<file path="config.mk">
export PLATFORM = sky130hd
export DESIGN_NAME = twiddle_gain_autotuner
export DESIGN_NICKNAME = d
export VERILOG_FILES = /design/src/rtl/core/tga_pkg.sv /design/src/rtl/core/twiddle_gain_autotuner.sv
export VERILOG_INCLUDE_DIRS = /design/src /design/src/rtl/core
export SDC_FILE = /design/constraint.sdc
export NUM_CORES = 2
export LEC_CHECK = 0
export BUFFER_PORTS_ARGS = -buffer_cell sky130_fd_sc_hd__buf_2
export CELL_PAD_IN_SITES_DETAIL_PLACEMENT = 1
export CELL_PAD_IN_SITES_GLOBAL_PLACEMENT = 1
export CORE_ASPECT_RATIO = 0.9
export CORE_UTILIZATION = 44
export CTS_CLUSTER_DIAMETER = 60
export DETAILED_ROUTE_END_ITERATION = 8
export GPL_TIMING_DRIVEN = 0
export PLACE_DENSITY_LB_ADDON = 0.1
export SLEW_MARGIN = 20
export SYNTH_ARGS = -nofsm -noshare
export SYNTH_HDL_FRONTEND = slang
export SYNTH_SLANG_ARGS = --single-unit
</file>
<file path="constraint.sdc">
create_clock -name clk_i -period 5.9 [get_ports clk_i]
set_clock_uncertainty 0.05 [all_clocks]
set_input_delay 1.18 -clock clk_i [delete_from_list [all_inputs] [get_ports clk_i]]
set_output_delay 1.18 -clock clk_i [all_outputs]
set_load 0.01 [all_outputs]
</file>
<file path="src/rtl/core/assert_macros.svh">
// ----------------------------------------------------------------------------
// Assertion macros
// Clocked concurrent assertion helpers shared by the RTL of the autotuner.
// ----------------------------------------------------------------------------
`ifndef ASSERT_MACROS_SVH
`define ASSERT_MACROS_SVH

// The property must hold at every clock edge outside reset.
`define TGA_ASSERT(lbl, prop, msg) \
  lbl: assert property (@(posedge clk_i) disable iff (!rst_ni) prop) \
    else $error(msg);

// The condition must never be true at a clock edge outside reset.
`define TGA_ASSERT_NEVER(lbl, cond, msg) \
  lbl: assert property (@(posedge clk_i) disable iff (!rst_ni) !(cond)) \
    else $error(msg);

`endif

</file>
<file path="src/rtl/core/tga_pkg.sv">
// ----------------------------------------------------------------------------
// Twiddle gain autotuner package
// Sequencer and phase types, register indexes and fixed-point constants.
// ----------------------------------------------------------------------------
package tga_pkg;

  typedef enum logic [3:0] {
    ST_IDLE,
    ST_SAMPLE,
    ST_DIV,
    ST_AVG,
    ST_SUM,
    ST_DECIDE,
    ST_SCALE_FIN,
    ST_GAIN_ADD,
    ST_OUT
  } tga_state_e;

  typedef enum logic [1:0] {
    PH_START,
    PH_INC,
    PH_DEC
  } tga_phase_e;

  localparam logic [2:0] REG_TOL    = 3'd0;
  localparam logic [2:0] REG_GP     = 3'd1;
  localparam logic [2:0] REG_GI     = 3'd2;
  localparam logic [2:0] REG_GD     = 3'd3;
  localparam logic [2:0] REG_TUNE   = 3'd4;
  localparam logic [2:0] REG_WARM   = 3'd5;
  localparam logic [2:0] REG_RUNLEN = 3'd6;

  localparam int DIV_W     = 36;
  localparam int DIV_CNT_W = 6;

  localparam logic [30:0] TOL_RST    = 31'd13107;
  localparam logic [9:0]  WARM_RST   = 10'd100;
  localparam logic [9:0]  RUNLEN_RST = 10'd250;

  localparam logic [10:0]        COUNT_MAX = 11'd2047;
  localparam logic signed [15:0] OFF_LIMIT = 16'sd1536;
  localparam logic signed [31:0] PENALTY   = 32'sd256000;
  localparam logic signed [26:0] SUM_MAX   = 27'sh3FFFFFF;
  localparam logic signed [26:0] SUM_MIN   = 27'sh4000000;
  localparam logic signed [31:0] STEP0_RST = 32'sd13107;
  localparam logic signed [31:0] STEPN_RST = 32'sd32768;
  localparam logic signed [31:0] GAIN_MAX  = 32'sh7FFFFFFF;
  localparam logic signed [31:0] GAIN_MIN  = 32'sh80000000;
  localparam logic [10:0]        SCALE_DIV = 11'd10;

endpackage

</file>
<file path="src/rtl/core/twiddle_gain_autotuner.sv">
// ----------------------------------------------------------------------------
// Twiddle gain autotuner
// Coordinate-descent tuner for PID gains with a bit-serial shared divider.
// ----------------------------------------------------------------------------
// Channel   Dir  Beat contents
// s_axis    in   tuser: func; tdata: cross_error
// m_axis    out  tdata: run_done, off_track, tuning_done, gain_p, gain_i, gain_d
// apb       in   register writes and reads, pready always high
//
// A sample beat passes through ST_SAMPLE and ST_OUT to the output register.
// A twiddle beat passes through a divider pass, ST_AVG, ST_SUM, ST_DECIDE and ST_OUT,
// with a further divider pass, ST_SCALE_FIN and ST_GAIN_ADD when a step size is rescaled;
// the restoring divider yields one quotient bit per cycle.
// Reset is asynchronous and active low. A full output register stalls the
// sequencer in its final state; no new beat is accepted meanwhile.
// ----------------------------------------------------------------------------
`include "assert_macros.svh"

module twiddle_gain_autotuner #(
  parameter int NUM_GAINS = 3
) (
  input  logic         clk_i,
  input  logic         rst_ni,
  input  logic         s_axis_tvalid_i,
  output logic         s_axis_tready_o,
  input  logic [15:0]  s_axis_tdata_i,   // [15:0] cross_error
  input  logic         s_axis_tuser_i,   // [0] func
  output logic         m_axis_tvalid_o,
  input  logic         m_axis_tready_i,
  // [0] run_done, [1] off_track, [2] tuning_done, [34:3] gain_p,
  // [66:35] gain_i, [98:67] gain_d, [103:99] zero
  output logic [103:0] m_axis_tdata_o,
  input  logic         psel,
  input  logic         penable,
  input  logic         pwrite,
  input  logic [4:0]   paddr,
  input  logic [31:0]  pwdata,
  output logic [31:0]  prdata,
  output logic         pready
);
  import tga_pkg::*;

  localparam int GW = (NUM_GAINS > 1) ? $clog2(NUM_GAINS) : 1;
  localparam int CW = $clog2(NUM_GAINS + 1);

  tga_state_e state_q, state_d;
  tga_phase_e phase_q;

  logic [30:0]        tol_q;
  logic signed [31:0] init_gain_q [3];
  logic [1:0]         tune_q;
  logic [9:0]         warm_q;
  logic [9:0]         runlen_q;

  logic [10:0]        step_count_q;
  logic signed [26:0] error_sum_q;
  logic               went_off_q;
  logic signed [31:0] best_q;
  logic signed [31:0] gains_q [NUM_GAINS];
  logic signed [31:0] steps_q [NUM_GAINS];

  logic signed [15:0] in_err_q;
  logic               res_rd_q, res_off_q, res_td_q;
  logic               m_valid_q;
  logic [103:0]       m_data_q;

  logic [DIV_W-1:0]     div_q;
  logic [10:0]          rem_q;
  logic [10:0]          dsr_q;
  logic [DIV_CNT_W-1:0] div_cnt_q;
  logic                 div_neg_q, div_scale_q, avg_zero_q;
  logic signed [31:0]   avg_q;
  logic signed [34:0]   acc_q;
  logic [CW-1:0]        idx_q;

  logic               s_acc, cfg_we, out_free;
  logic               kv, less, gt;
  logic [GW-1:0]      k;
  logic signed [31:0] step_k, cur_step;
  logic [31:0]        step_mag;
  logic [35:0]        m36, scale_prod;
  logic [26:0]        sum_mag;
  logic [11:0]        div_t;
  logic               div_ge;
  logic [10:0]        rem_n;
  logic signed [31:0] avg_val, mag_s;
  logic [10:0]        cnt_n;
  logic signed [27:0] sum28;
  logic signed [26:0] sum_n;
  logic signed [15:0] err;
  logic               err_off;
  logic               gain_we, step_we;
  logic signed [33:0] gain_delta;
  logic signed [31:0] gain_new, step_new;
  logic [31:0]        gout [3];

  function automatic logic signed [31:0] sat_add(input logic signed [31:0] a,
                                                 input logic signed [33:0] d);
    logic signed [34:0] s;
    s = 35'(a) + 35'(d);
    if ((s[34:31] == 4'b0000) || (s[34:31] == 4'b1111)) begin
      return s[31:0];
    end
    return s[34] ? GAIN_MIN : GAIN_MAX;
  endfunction

  assign s_acc           = s_axis_tvalid_i && s_axis_tready_o;
  assign s_axis_tready_o = (state_q == ST_IDLE);
  assign cfg_we          = psel && penable && pwrite;
  assign pready          = 1'b1;
  assign out_free        = !m_valid_q || m_axis_tready_i;
  assign m_axis_tvalid_o = m_valid_q;
  assign m_axis_tdata_o  = m_data_q;

  always_comb begin
    case (paddr[4:2])
      REG_TOL:    prdata = {1'b0, tol_q};
      REG_GP:     prdata = init_gain_q[0];
      REG_GI:     prdata = init_gain_q[1];
      REG_GD:     prdata = init_gain_q[2];
      REG_TUNE:   prdata = {30'd0, tune_q};
      REG_WARM:   prdata = {22'd0, warm_q};
      REG_RUNLEN: prdata = {22'd0, runlen_q};
      default:    prdata = '0;
    endcase
  end

  assign kv       = int'(tune_q) < NUM_GAINS;
  assign k        = GW'(tune_q);
  assign step_k   = steps_q[k];
  assign cur_step = kv ? step_k : '0;
  assign less     = avg_q < best_q;
  assign gt       = acc_q > $signed({4'd0, tol_q});

  assign step_mag   = step_k[31] ? 32'(-step_k) : 32'(step_k);
  assign m36        = 36'(step_mag);
  assign scale_prod = (m36 << 3) + m36 + (less ? (m36 << 1) : 36'd0);
  assign sum_mag    = error_sum_q[26] ? 27'(-error_sum_q) : 27'(error_sum_q);

  assign div_t  = {rem_q, div_q[DIV_W-1]};
  assign div_ge = div_t >= {1'b0, dsr_q};
  assign rem_n  = div_ge ? 11'(div_t - {1'b0, dsr_q}) : div_t[10:0];

  assign mag_s   = $signed(div_q[31:0]);
  assign avg_val = (avg_zero_q ? 32'sd0 : (div_neg_q ? -mag_s : mag_s))
                   + (went_off_q ? PENALTY : 32'sd0);

  assign err     = in_err_q;
  assign cnt_n   = (step_count_q < COUNT_MAX) ? step_count_q + 11'd1 : step_count_q;
  assign sum28   = 28'(error_sum_q) + 28'(err);
  assign sum_n   = (sum28[27] != sum28[26]) ? (sum28[27] ? SUM_MIN : SUM_MAX)
                                            : sum28[26:0];
  assign err_off = (err > OFF_LIMIT) || (err < -OFF_LIMIT);

  always_comb begin
    if (!div_neg_q) begin
      step_new = (|div_q[35:31]) ? GAIN_MAX : $signed(div_q[31:0]);
    end else begin
      step_new = ((|div_q[35:32]) || (div_q[31] && (|div_q[30:0])))
                 ? GAIN_MIN : -$signed(div_q[31:0]);
    end
  end

  assign gain_new = sat_add(gains_q[k], gain_delta);

  always_comb begin
    for (int j = 0; j < 3; j++) begin
      gout[j] = '0;
    end
    for (int j = 0; j < NUM_GAINS; j++) begin
      if (j < 3) begin
        gout[j] = gains_q[j];
      end
    end
  end

  always_ff @(posedge clk_i or negedge rst_ni) begin
    if (!rst_ni) begin
      state_q <= ST_IDLE;
    end else begin
      state_q <= state_d;
    end
  end

  always_comb begin
    state_d    = state_q;
    gain_we    = 1'b0;
    step_we    = 1'b0;
    gain_delta = 34'(cur_step);
    case (state_q)
      ST_IDLE: begin
        if (s_acc) begin
          state_d = s_axis_tuser_i ? ST_DIV : ST_SAMPLE;
        end
      end
      ST_SAMPLE: state_d = ST_OUT;
      ST_DIV: begin
        if (div_cnt_q == DIV_CNT_W'(DIV_W - 1)) begin
          state_d = div_scale_q ? ST_SCALE_FIN : ST_AVG;
        end
      end
      ST_AVG: state_d = ST_SUM;
      ST_SUM: begin
        if (idx_q == CW'(NUM_GAINS - 1)) begin
          state_d = ST_DECIDE;
        end
      end
      ST_DECIDE: begin
        state_d = ST_OUT;
        if (gt && kv) begin
          case (phase_q)
            PH_INC: begin
              if (less) begin
                state_d = ST_DIV;
              end else begin
                gain_we    = 1'b1;
                gain_delta = -(34'(cur_step) <<< 1);
              end
            end
            PH_DEC: begin
              gain_we = !less;
              state_d = ST_DIV;
            end
            default: gain_we = 1'b1;
          endcase
        end
      end
      ST_SCALE_FIN: begin
        step_we = kv;
        state_d = ST_GAIN_ADD;
      end
      ST_GAIN_ADD: begin
        gain_we = kv;
        state_d = ST_OUT;
      end
      ST_OUT: begin
        if (out_free) begin
          state_d = ST_IDLE;
        end
      end
      default: state_d = ST_IDLE;
    endcase
  end

  always_ff @(posedge clk_i or negedge rst_ni) begin
    if (!rst_ni) begin
      tol_q          <= TOL_RST;
      init_gain_q[0] <= '0;
      init_gain_q[1] <= '0;
      init_gain_q[2] <= '0;
      tune_q         <= '0;
      warm_q         <= WARM_RST;
      runlen_q       <= RUNLEN_RST;
    end else if (cfg_we) begin
      case (paddr[4:2])
        REG_TOL:    tol_q          <= pwdata[30:0];
        REG_GP:     init_gain_q[0] <= pwdata;
        REG_GI:     init_gain_q[1] <= pwdata;
        REG_GD:     init_gain_q[2] <= pwdata;
        REG_TUNE:   tune_q         <= pwdata[1:0];
        REG_WARM:   warm_q         <= pwdata[9:0];
        REG_RUNLEN: runlen_q       <= pwdata[9:0];
        default:    ;
      endcase
    end
  end

  always_ff @(posedge clk_i or negedge rst_ni) begin
    if (!rst_ni) begin
      for (int i = 0; i < NUM_GAINS; i++) begin
        gains_q[i] <= '0;
        steps_q[i] <= (i == 0) ? STEP0_RST : STEPN_RST;
      end
    end else begin
      for (int i = 0; i < NUM_GAINS; i++) begin
        if (gain_we && (int'(k) == i)) begin
          gains_q[i] <= gain_new;
        end else if (cfg_we && (i < 3) && (int'(paddr[4:2]) == int'(REG_GP) + i)) begin
          gains_q[i] <= pwdata;
        end
        if (step_we && (int'(k) == i)) begin
          steps_q[i] <= step_new;
        end
      end
    end
  end

  always_ff @(posedge clk_i or negedge rst_ni) begin
    if (!rst_ni) begin
      phase_q      <= PH_START;
      step_count_q <= '0;
      error_sum_q  <= '0;
      went_off_q   <= 1'b0;
      best_q       <= GAIN_MAX;
      m_valid_q    <= 1'b0;
    end else begin
      if (state_q == ST_OUT && out_free) begin
        m_valid_q <= 1'b1;
      end else if (m_axis_tready_i) begin
        m_valid_q <= 1'b0;
      end
      case (state_q)
        ST_SAMPLE: begin
          step_count_q <= cnt_n;
          if (cnt_n > {1'b0, warm_q}) begin
            error_sum_q <= sum_n;
            if (err_off) begin
              went_off_q <= 1'b1;
            end
          end
        end
        ST_AVG: begin
          step_count_q <= '0;
          error_sum_q  <= '0;
          went_off_q   <= 1'b0;
        end
        ST_DECIDE: begin
          if (gt) begin
            case (phase_q)
              PH_INC: begin
                if (less) begin
                  best_q <= avg_q;
                end else begin
                  phase_q <= PH_DEC;
                end
              end
              PH_DEC: begin
                if (less) begin
                  best_q <= avg_q;
                end
                phase_q <= PH_INC;
              end
              default: begin
                best_q  <= avg_q;
                phase_q <= PH_INC;
              end
            endcase
          end
        end
        default: ;
      endcase
    end
  end

  always_ff @(posedge clk_i) begin
    case (state_q)
      ST_IDLE: begin
        if (s_acc) begin
          in_err_q    <= s_axis_tdata_i;
          res_rd_q    <= 1'b0;
          res_off_q   <= 1'b0;
          res_td_q    <= 1'b0;
          div_q       <= DIV_W'(sum_mag);
          dsr_q       <= step_count_q;
          rem_q       <= '0;
          div_cnt_q   <= '0;
          div_neg_q   <= error_sum_q[26];
          div_scale_q <= 1'b0;
          avg_zero_q  <= (step_count_q == '0);
        end
      end
      ST_SAMPLE: begin
        res_rd_q  <= cnt_n > {1'b0, runlen_q};
        res_off_q <= (cnt_n > {1'b0, warm_q}) && err_off;
      end
      ST_DIV: begin
        div_q     <= {div_q[DIV_W-2:0], div_ge};
        rem_q     <= rem_n;
        div_cnt_q <= div_cnt_q + DIV_CNT_W'(1);
      end
      ST_AVG: begin
        avg_q <= avg_val;
        acc_q <= '0;
        idx_q <= '0;
      end
      ST_SUM: begin
        acc_q <= acc_q + 35'(steps_q[idx_q[GW-1:0]]);
        idx_q <= idx_q + CW'(1);
      end
      ST_DECIDE: begin
        res_td_q    <= !gt;
        div_q       <= scale_prod;
        dsr_q       <= SCALE_DIV;
        rem_q       <= '0;
        div_cnt_q   <= '0;
        div_neg_q   <= step_k[31];
        div_scale_q <= 1'b1;
      end
      ST_OUT: begin
        if (out_free) begin
          m_data_q <= {5'd0, gout[2], gout[1], gout[0], res_td_q, res_off_q, res_rd_q};
        end
      end
      default: ;
    endcase
  end

  `TGA_ASSERT(a_busy_not_ready, (state_q != ST_IDLE) |-> !s_axis_tready_o, "ready while busy")
  `TGA_ASSERT(a_out_from_load, $rose(m_valid_q) |-> $past(state_q == ST_OUT), "stray output beat")
  `TGA_ASSERT(a_run_cleared, (state_q == ST_AVG) |=> (step_count_q == '0) && !went_off_q, "run state kept")
  `TGA_ASSERT_NEVER(a_flags_excl, m_valid_q && m_data_q[2] && (m_data_q[0] || m_data_q[1]), "flag mix")

endmodule
</file>
# --- Yosys cells after proc, flatten, opt, wreduce, memory -nomap -nowiden ---
# Index checks and enable logic that the tools add are counted.
word_totals:
  out_inout_bits: 139
  register_bits: 673
  wordCells: 236
op_classes:
  n_bitwise: 2
  addsub: 14
  reduce_logical: 59
  muxes: 82
  order_cmp: 11
  n_eq_ne: 33
ops:
  columns: ["operator", "count"]
  rows:
  - ["two-way mux 32 bit", 24]
  - ["one-hot mux 32 bit (7 select lines)", 1]
  - ["binary-select mux 32 bit (select 2 bit)", 3]
  - ["two-way mux 34 bit", 4]
  - ["two-way mux 27 bit", 4]
  - ["one-hot mux 36 bit (3 select lines)", 1]
  - ["one-hot mux 35 bit (2 select lines)", 1]
  - ["negation 32 bit", 2]
  - ["one-hot mux 27 bit (2 select lines)", 1]
  - ["two-way mux 11 bit", 4]
  - ["one-hot mux 11 bit (2 select lines)", 2]
  - ["adder 35 x 32 -> 36 bit", 1]
  - ["adder 36 x 33 -> 36 bit", 1]
  - ["two-way mux 36 bit", 1]
  - ["adder 32 x 34 -> 35 bit", 1]
  - ["adder 35 x 32 -> 35 bit", 1]
  - ["greater-than comparator 35 x 32 -> 1 bit", 1]
  - ["negation 33 -> 34 bit", 1]
  - ["two-way mux 33 bit", 1]
  - ["one-hot mux 11 bit (3 select lines)", 1]
  - ["adder 32 x 19 -> 32 bit", 1]
  - ["< comparator 32 bit", 1]
  - ["one-hot mux 4 bit (8 select lines)", 1]
  - ["OR reduction 31 bit", 1]
  - ["52 further kinds", 141]

# --- Depth between registers and ports, before layout ---
logic_depth:
  depth_word: 16
  depth_mapped: 29
  ltp_nobuf: 24

# --- Worst setup path after synthesis ---
# No wires, ideal clock.
synth_timing:
  path_kind: "input port to flip-flop"
  from: "in m_axis_tready_i"
  to: "reg m_data_q[0] (netlist: m_axis_tdata_o[0]), enable pin"
  t_arrival_ns: 5.691
  path_slack_ns: -0.409
  path_buffers: 0
  setup_time_ns: 0.569
  stages: 2
  cell_sequence: "nand2b_1 -> nor2b_1"
synth_via:
  elab_chain_len: 2
synth_rtl:
  columns: ["element", "line", "source"]
  rows:
  - ["from (decl)", "twiddle_gain_autotuner.sv:29", "input logic m_axis_tready_i,"]
  - ["logical OR 1 bit", "twiddle_gain_autotuner.sv:111", "assign out_free = !m_valid_q || m_axis_tready_i;"]
  - ["AND reduction 2 bit (no line)", null, null]
  - ["to (signal assigned)", "twiddle_gain_autotuner.sv:391", "m_data_q <= {5'd0, gout[2], gout[1], gout[0], res_td_q, res_off_q, res_rd_q};"]
  - ["to (decl)", "twiddle_gain_autotuner.sv:65", "logic [103:0] m_data_q;"]
# Every way passes these cells.
# A chain may end at the register's enable or synchronous reset.

# --- Worst setup path in the final report ---
layout_timing:
  from: "reg acc_q[29]"
  to: "reg gains_q[24] (netlist bit)"
layout_via:
  elab_chain_len: 10
  word_cells_on_any_way: 17
  cone_classes: "add/sub (1); order compare (1); eq/ne (1); mux (9); reduce/logical (5)"
layout_rtl:
  columns: ["element", "line", "source"]
  rows:
  - ["from (decl)", "twiddle_gain_autotuner.sv:73", "logic signed [34:0] acc_q;"]
  - ["from (signal assigned)", "twiddle_gain_autotuner.sv:377", "acc_q <= acc_q + 35'(steps_q[idx_q[GW-1:0]]);"]
  - ["greater-than comparator 35 x 32 -> 1 bit (*)", "twiddle_gain_autotuner.sv:133", "assign gt = acc_q > $signed({4'd0, tol_q});"]
  - ["logical AND 1 bit (*)", "twiddle_gain_autotuner.sv:210", "if (gt && kv) begin"]
  - ["two-way mux 34 bit", "twiddle_gain_autotuner.sv:210", null]
  - ["two-way mux 34 bit", "twiddle_gain_autotuner.sv:190", "case (state_q)"]
  - ["adder 32 x 34 -> 35 bit", "twiddle_gain_autotuner.sv:100", "s = 35'(a) + 35'(d);"]
  - ["== test 4 bit / zero test 4 bit (equally long branches)", "twiddle_gain_autotuner.sv:101", "if ((s[34:31] == 4'b0000) || (s[34:31] == 4'b1111)) begin"]
  - ["logical OR 1 bit", "twiddle_gain_autotuner.sv:101", null]
  - ["two-way mux 1 bit", "twiddle_gain_autotuner.sv:101", null]
  - ["two-way mux 32 bit", "twiddle_gain_autotuner.sv:104", "return s[34] ? GAIN_MIN : GAIN_MAX;"]
  - ["two-way mux 32 bit", "twiddle_gain_autotuner.sv:276", "if (gain_we && (int'(k) == i)) begin"]
  - ["to (signal, indexed assignment)", "twiddle_gain_autotuner.sv:277", "gains_q[i] <= gain_new;"]
  - ["to (signal, indexed assignment)", "twiddle_gain_autotuner.sv:279", "gains_q[i] <= pwdata;"]
  - ["to (decl)", "twiddle_gain_autotuner.sv:59", "logic signed [31:0] gains_q [NUM_GAINS];"]
# Mark *: on every way between the ends. The rest lies on a longest branch, timed or not. The select of a mux whose other input is x is not followed.

==> impl_metrics.csv <==
group,metric,value,unit
yosys,synth_ff_type,"dfrtp_1",
timing,layout_setup_ws,-0.333,ns
timing,fin_hold_ws,0.387,ns
layout,final_common_cell,"nand2_1",
placement,portBuffers,189,
grt,grt_antenna_before_repair,4,
timing,tightest_slew,1.28,ns
worst_setup_path,path_max_fanout,10,
run_status,status,"finished with violations",
grt,grt_pass1_vias,38800,
grt,grt_pass1_wl,247,mm
yosys,synth-simple-area-share,0.179,
yosys,yosysSeqAreaShare,0.429,
clocking,postCtsHoldBufs,0,
layout,nets,5395,
timing,max_freq,160,MHz
worst_setup_path,r2r_start,"acc_q[29]",
power,swShare,0.473,
clocking,cts_inserted_buffers,83,
yosys,avgSynthCellArea,9.15,sq um
timing,period_minus_slack,6.23,ns
power,p_sw,0.0158,W
timing,final.period_utilization,1.06,
power,p_comb_frac,0.596,
worst_setup_path,worst_path_most_repeated_cell,"a211oi_4",
routing,drcViolationCount,14,
grt,use_met2,0.506,
grt,grt_use_met1,0.490,
run_status,violations,"DRC, setup timing",
worst_hold_path,hp-class,"reg -> reg",
floorplan,io_pins,200,
clocking,cts_num_sinks,673,
clocking,root_buffer,"clkbuf_16",
power,ir_worst_vdd,0.520,mV
timing,setup_violations,97,
grt,track_usage,0.336,
power,p_leak,22.9,nW
yosys,synthArstFlopShare,0.623,
yosys,syn-instance-count,4631,
clocking,cts.reportedPaths.clkPinSlew,0.07,ns
floorplan,die_w,329,microns
worst_setup_path,crit_type,"reg -> reg",
yosys,synth-seq-cells,673,
worst_hold_path,hold_depth,0,
floorplan,start_util,0.446,
grt,grt_overflow_total,0,
worst_hold_path,min_to,"m_axis_tdata_o[2]",
routing,routedWlPerCell,26.8,microns
yosys,synth_top_family_by_area,"simple AND/OR/NAND/NOR gates",
clocking,worst_skew_pair.late_latency,0.68,ns
worst_setup_path,r2r_end,"gains_q[24]",
power,internal_power,0.0176,W
layout,drive_gt1_frac,0.206,
power,p_per_area,640,nW/um^2
worst_setup_path,critPathBufInv,6,
timing,rsz0062_at_grt,"true",
timing,finalHoldViolCount,0,
placement,place_ws,-3.13,ns
placement,dpl_cell_area,45300,sq um
routing,viasPerCell,6.16,
grt,grt.busiest_layer,"met2",
yosys,synth_area,42400,sq um
yosys,synthAdderAreaFrac,0.0869,
layout,syn_to_final_growth,23.2,%
clocking,cts_tree,"yes",
worst_hold_path,hold_start,"res_td_q",
worst_setup_path,end_kind,"flop",
placement,post-dp-hpwl,125,mm
floorplan,die_area,97600,sq um
grt,grt_max_degree,93,
placement,gp_congestion,0.980,
routing,totalWireLength,171,mm
floorplan,rows,107,
worst_setup_path,crit_required,6.44,ns
worst_setup_path,reg2reg_depth,26,
grt,use_met3,0.0735,
routing,firstDrtPassIters,7,
clocking,clock_path_buffers,3,
timing,slew-limit-headroom,0.150,
worst_setup_path,worstPathArrival,6.78,ns
yosys,synth_compound_area_frac,0.177,
power,pwr-share-seq,0.241,
timing,drv_slew,0,
yosys,yosysUniqueCellTypes,92,
routing,vias,39300,
worst_setup_path,cpPeakStageDelay,0.46,ns
yosys,synth_xor_xnor_area_share,0.0506,
layout,final_cell_area,52200,sq um
worst_setup_path,cp_top_family,"simple AND/OR/NAND/NOR gates",
yosys,yosysWarningCount,0,
routing,postRouteAntennaNets,0,
worst_setup_path,crit_path_start_kind,"flop",
routing,drt-initial-drc-count,3669,
yosys,synth_mux_area_frac,0.0392,
layout,layout_common_cells,"nand2_1 (906), dfrtp_1 (360), o21ai_0 (328)",
floorplan,core_area,95100,sq um
yosys,synth_edf_count,254,
clocking,cts-htree-levels,3,
worst_setup_path,slowest_stage,"edfxtp_1",
job,max_cap_violations,0,
worst_setup_path,rrSetupSlack,-0.33,ns
floorplan,die_h,296,microns
power,clkPwrFrac,0.163,
[final cells by class]
| type | instances | area [sq um] |
|---|---|---|
| diodes | 5 | 12.5 |
| plain buffers | 237 | 1370 |
| clock buffers | 108 | 2320 |
| clock inverters | 48 | 566 |
| fillers | 10700 | 42800 |
| inverters | 156 | 586 |
| multi-input cells | 3561 | 25100 |
| flip-flops and latches | 673 | 18200 |
| well taps | 1253 | 1570 |
| repair buffers | 348 | 2540 |
[cell usage after synthesis (all sizes together), types with 14 or more instances]
cell	n	area [sq um]
and2	28	175
fa	34	681
a22oi	24	180
edfxtp	254	7630
nor4	22	201
a21oi	276	1390
nand2b	26	163
a21o	74	556
a211oi	80	611
o21ai	402	2020
o31ai	29	218
o21a	28	210
nor2b	61	382
or2	16	100
buf	71	390
xor2	119	1040
a221o	55	551
mux2	40	450
nand3	68	345
nor2	327	1240
o211ai	22	193
nor3	64	325
dfstp	58	1520
xnor2	126	1100
nand4	39	244
nor3b	20	150
dfrtp	361	9030
a31oi	21	131
nand2	915	3430
or3	29	181
o21bai	14	105
mux2i	121	1210
inv	156	586
a22o	36	315
ha	240	3000
clkbuf	174	653
and3	45	282
[how the worst max path moves through the flow]
stage                          from              to  depth (start not counted)
after floorplan                k[0]       div_q[34]                         24
after global placement       rst_ni  error_sum_q[0]                          1
after detailed placement       k[1]     gains_q[72]                         27
after CTS                 acc_q[32]     gains_q[86]                         27
after global routing      acc_q[29]     gains_q[39]                         27
final                     acc_q[29]     gains_q[24]                         26
[power by group through the flow]
| stage | Sequential, W | Combinational [W] | Clock (W) |
|---|---|---|---|
| after floorplan | 0.00759 | 0.0102 | 0 |
| after global placement | 0.00806 | 0.0145 | 0 |
| after detailed placement | 0.00804 | 0.0148 | 0 |
| after CTS | 0.00798 | 0.0174 | 0.00549 |
| after global routing | 0.00816 | 0.0213 | 0.00564 |
| final | 0.00805 | 0.0199 | 0.00544 |
[metal layers]
metal | routed length (microns) | part of all wire | up-vias
met5 | 11 | 0.000064 | -
met4 | 4650 | 0.027 | 2
met3 | 15900 | 0.093 | 329
met2 | 74900 | 0.44 | 1624
met1 | 75500 | 0.44 | 20000
li1 | - | - | 17400
[logic make-up (layout without fill, tap and decap cells)]
| logic type | count (synthesis) | in the layout |
|---|---|---|
| AND/OR/NAND/NOR | 1700 | 1700 |
| AO/OA/AOI/OAI | 1175 | 1175 |
| flip-flops | 673 | 673 |
| buffers and inverters | 401 | 897 |
| adder cells (fa/ha/maj) | 274 | 274 |
| XOR/XNOR | 245 | 245 |
| multiplexers | 161 | 161 |
| other | 2 | 11 |
[what timing repair did]
| item | CTS | global route |
|---|---|---|
| pin swaps | 75 | 108 |
| buffers inserted | 87 | 57 |
| endpoints found under the setup margin | 129 | 118 |
| endpoints found under the hold margin | 0 | 0 |
| resized for setup | 388 | 269 |
| cloned | 2 | 3 |
[sequential cells by signal (all words and copies together) (netlist names), 10 cells and up]
signal          cells
m_axis_tdata_o     99
gains_q            96
init_gain_q        96
steps_q            96
div_q              36
acc_q              35
avg_q              32
best_q             32
tol_q              31
error_sum_q        27
err                16
dsr_q              11
rem_q              11
step_count_q       11
runlen_q           10
warm_q             10
[per-stage QoR]
step / instances / utilization / power [W] / setup TNS, ns
detailed placement: 6089 / 0.476 / 0.0229 / -322.33
finish: 6389 / 0.549 / 0.0334 / -21.57
global route: 6386 / 0.549 / 0.0351 / -29.97
CTS: 6327 / 0.532 / 0.0309 / -2.17
global placement: 6077 / 0.473 / 0.0225 / -2423.80
floorplan: 4635 / - / 0.0178 / 0
No activity file was read; power rests on OpenSTA's default activity.
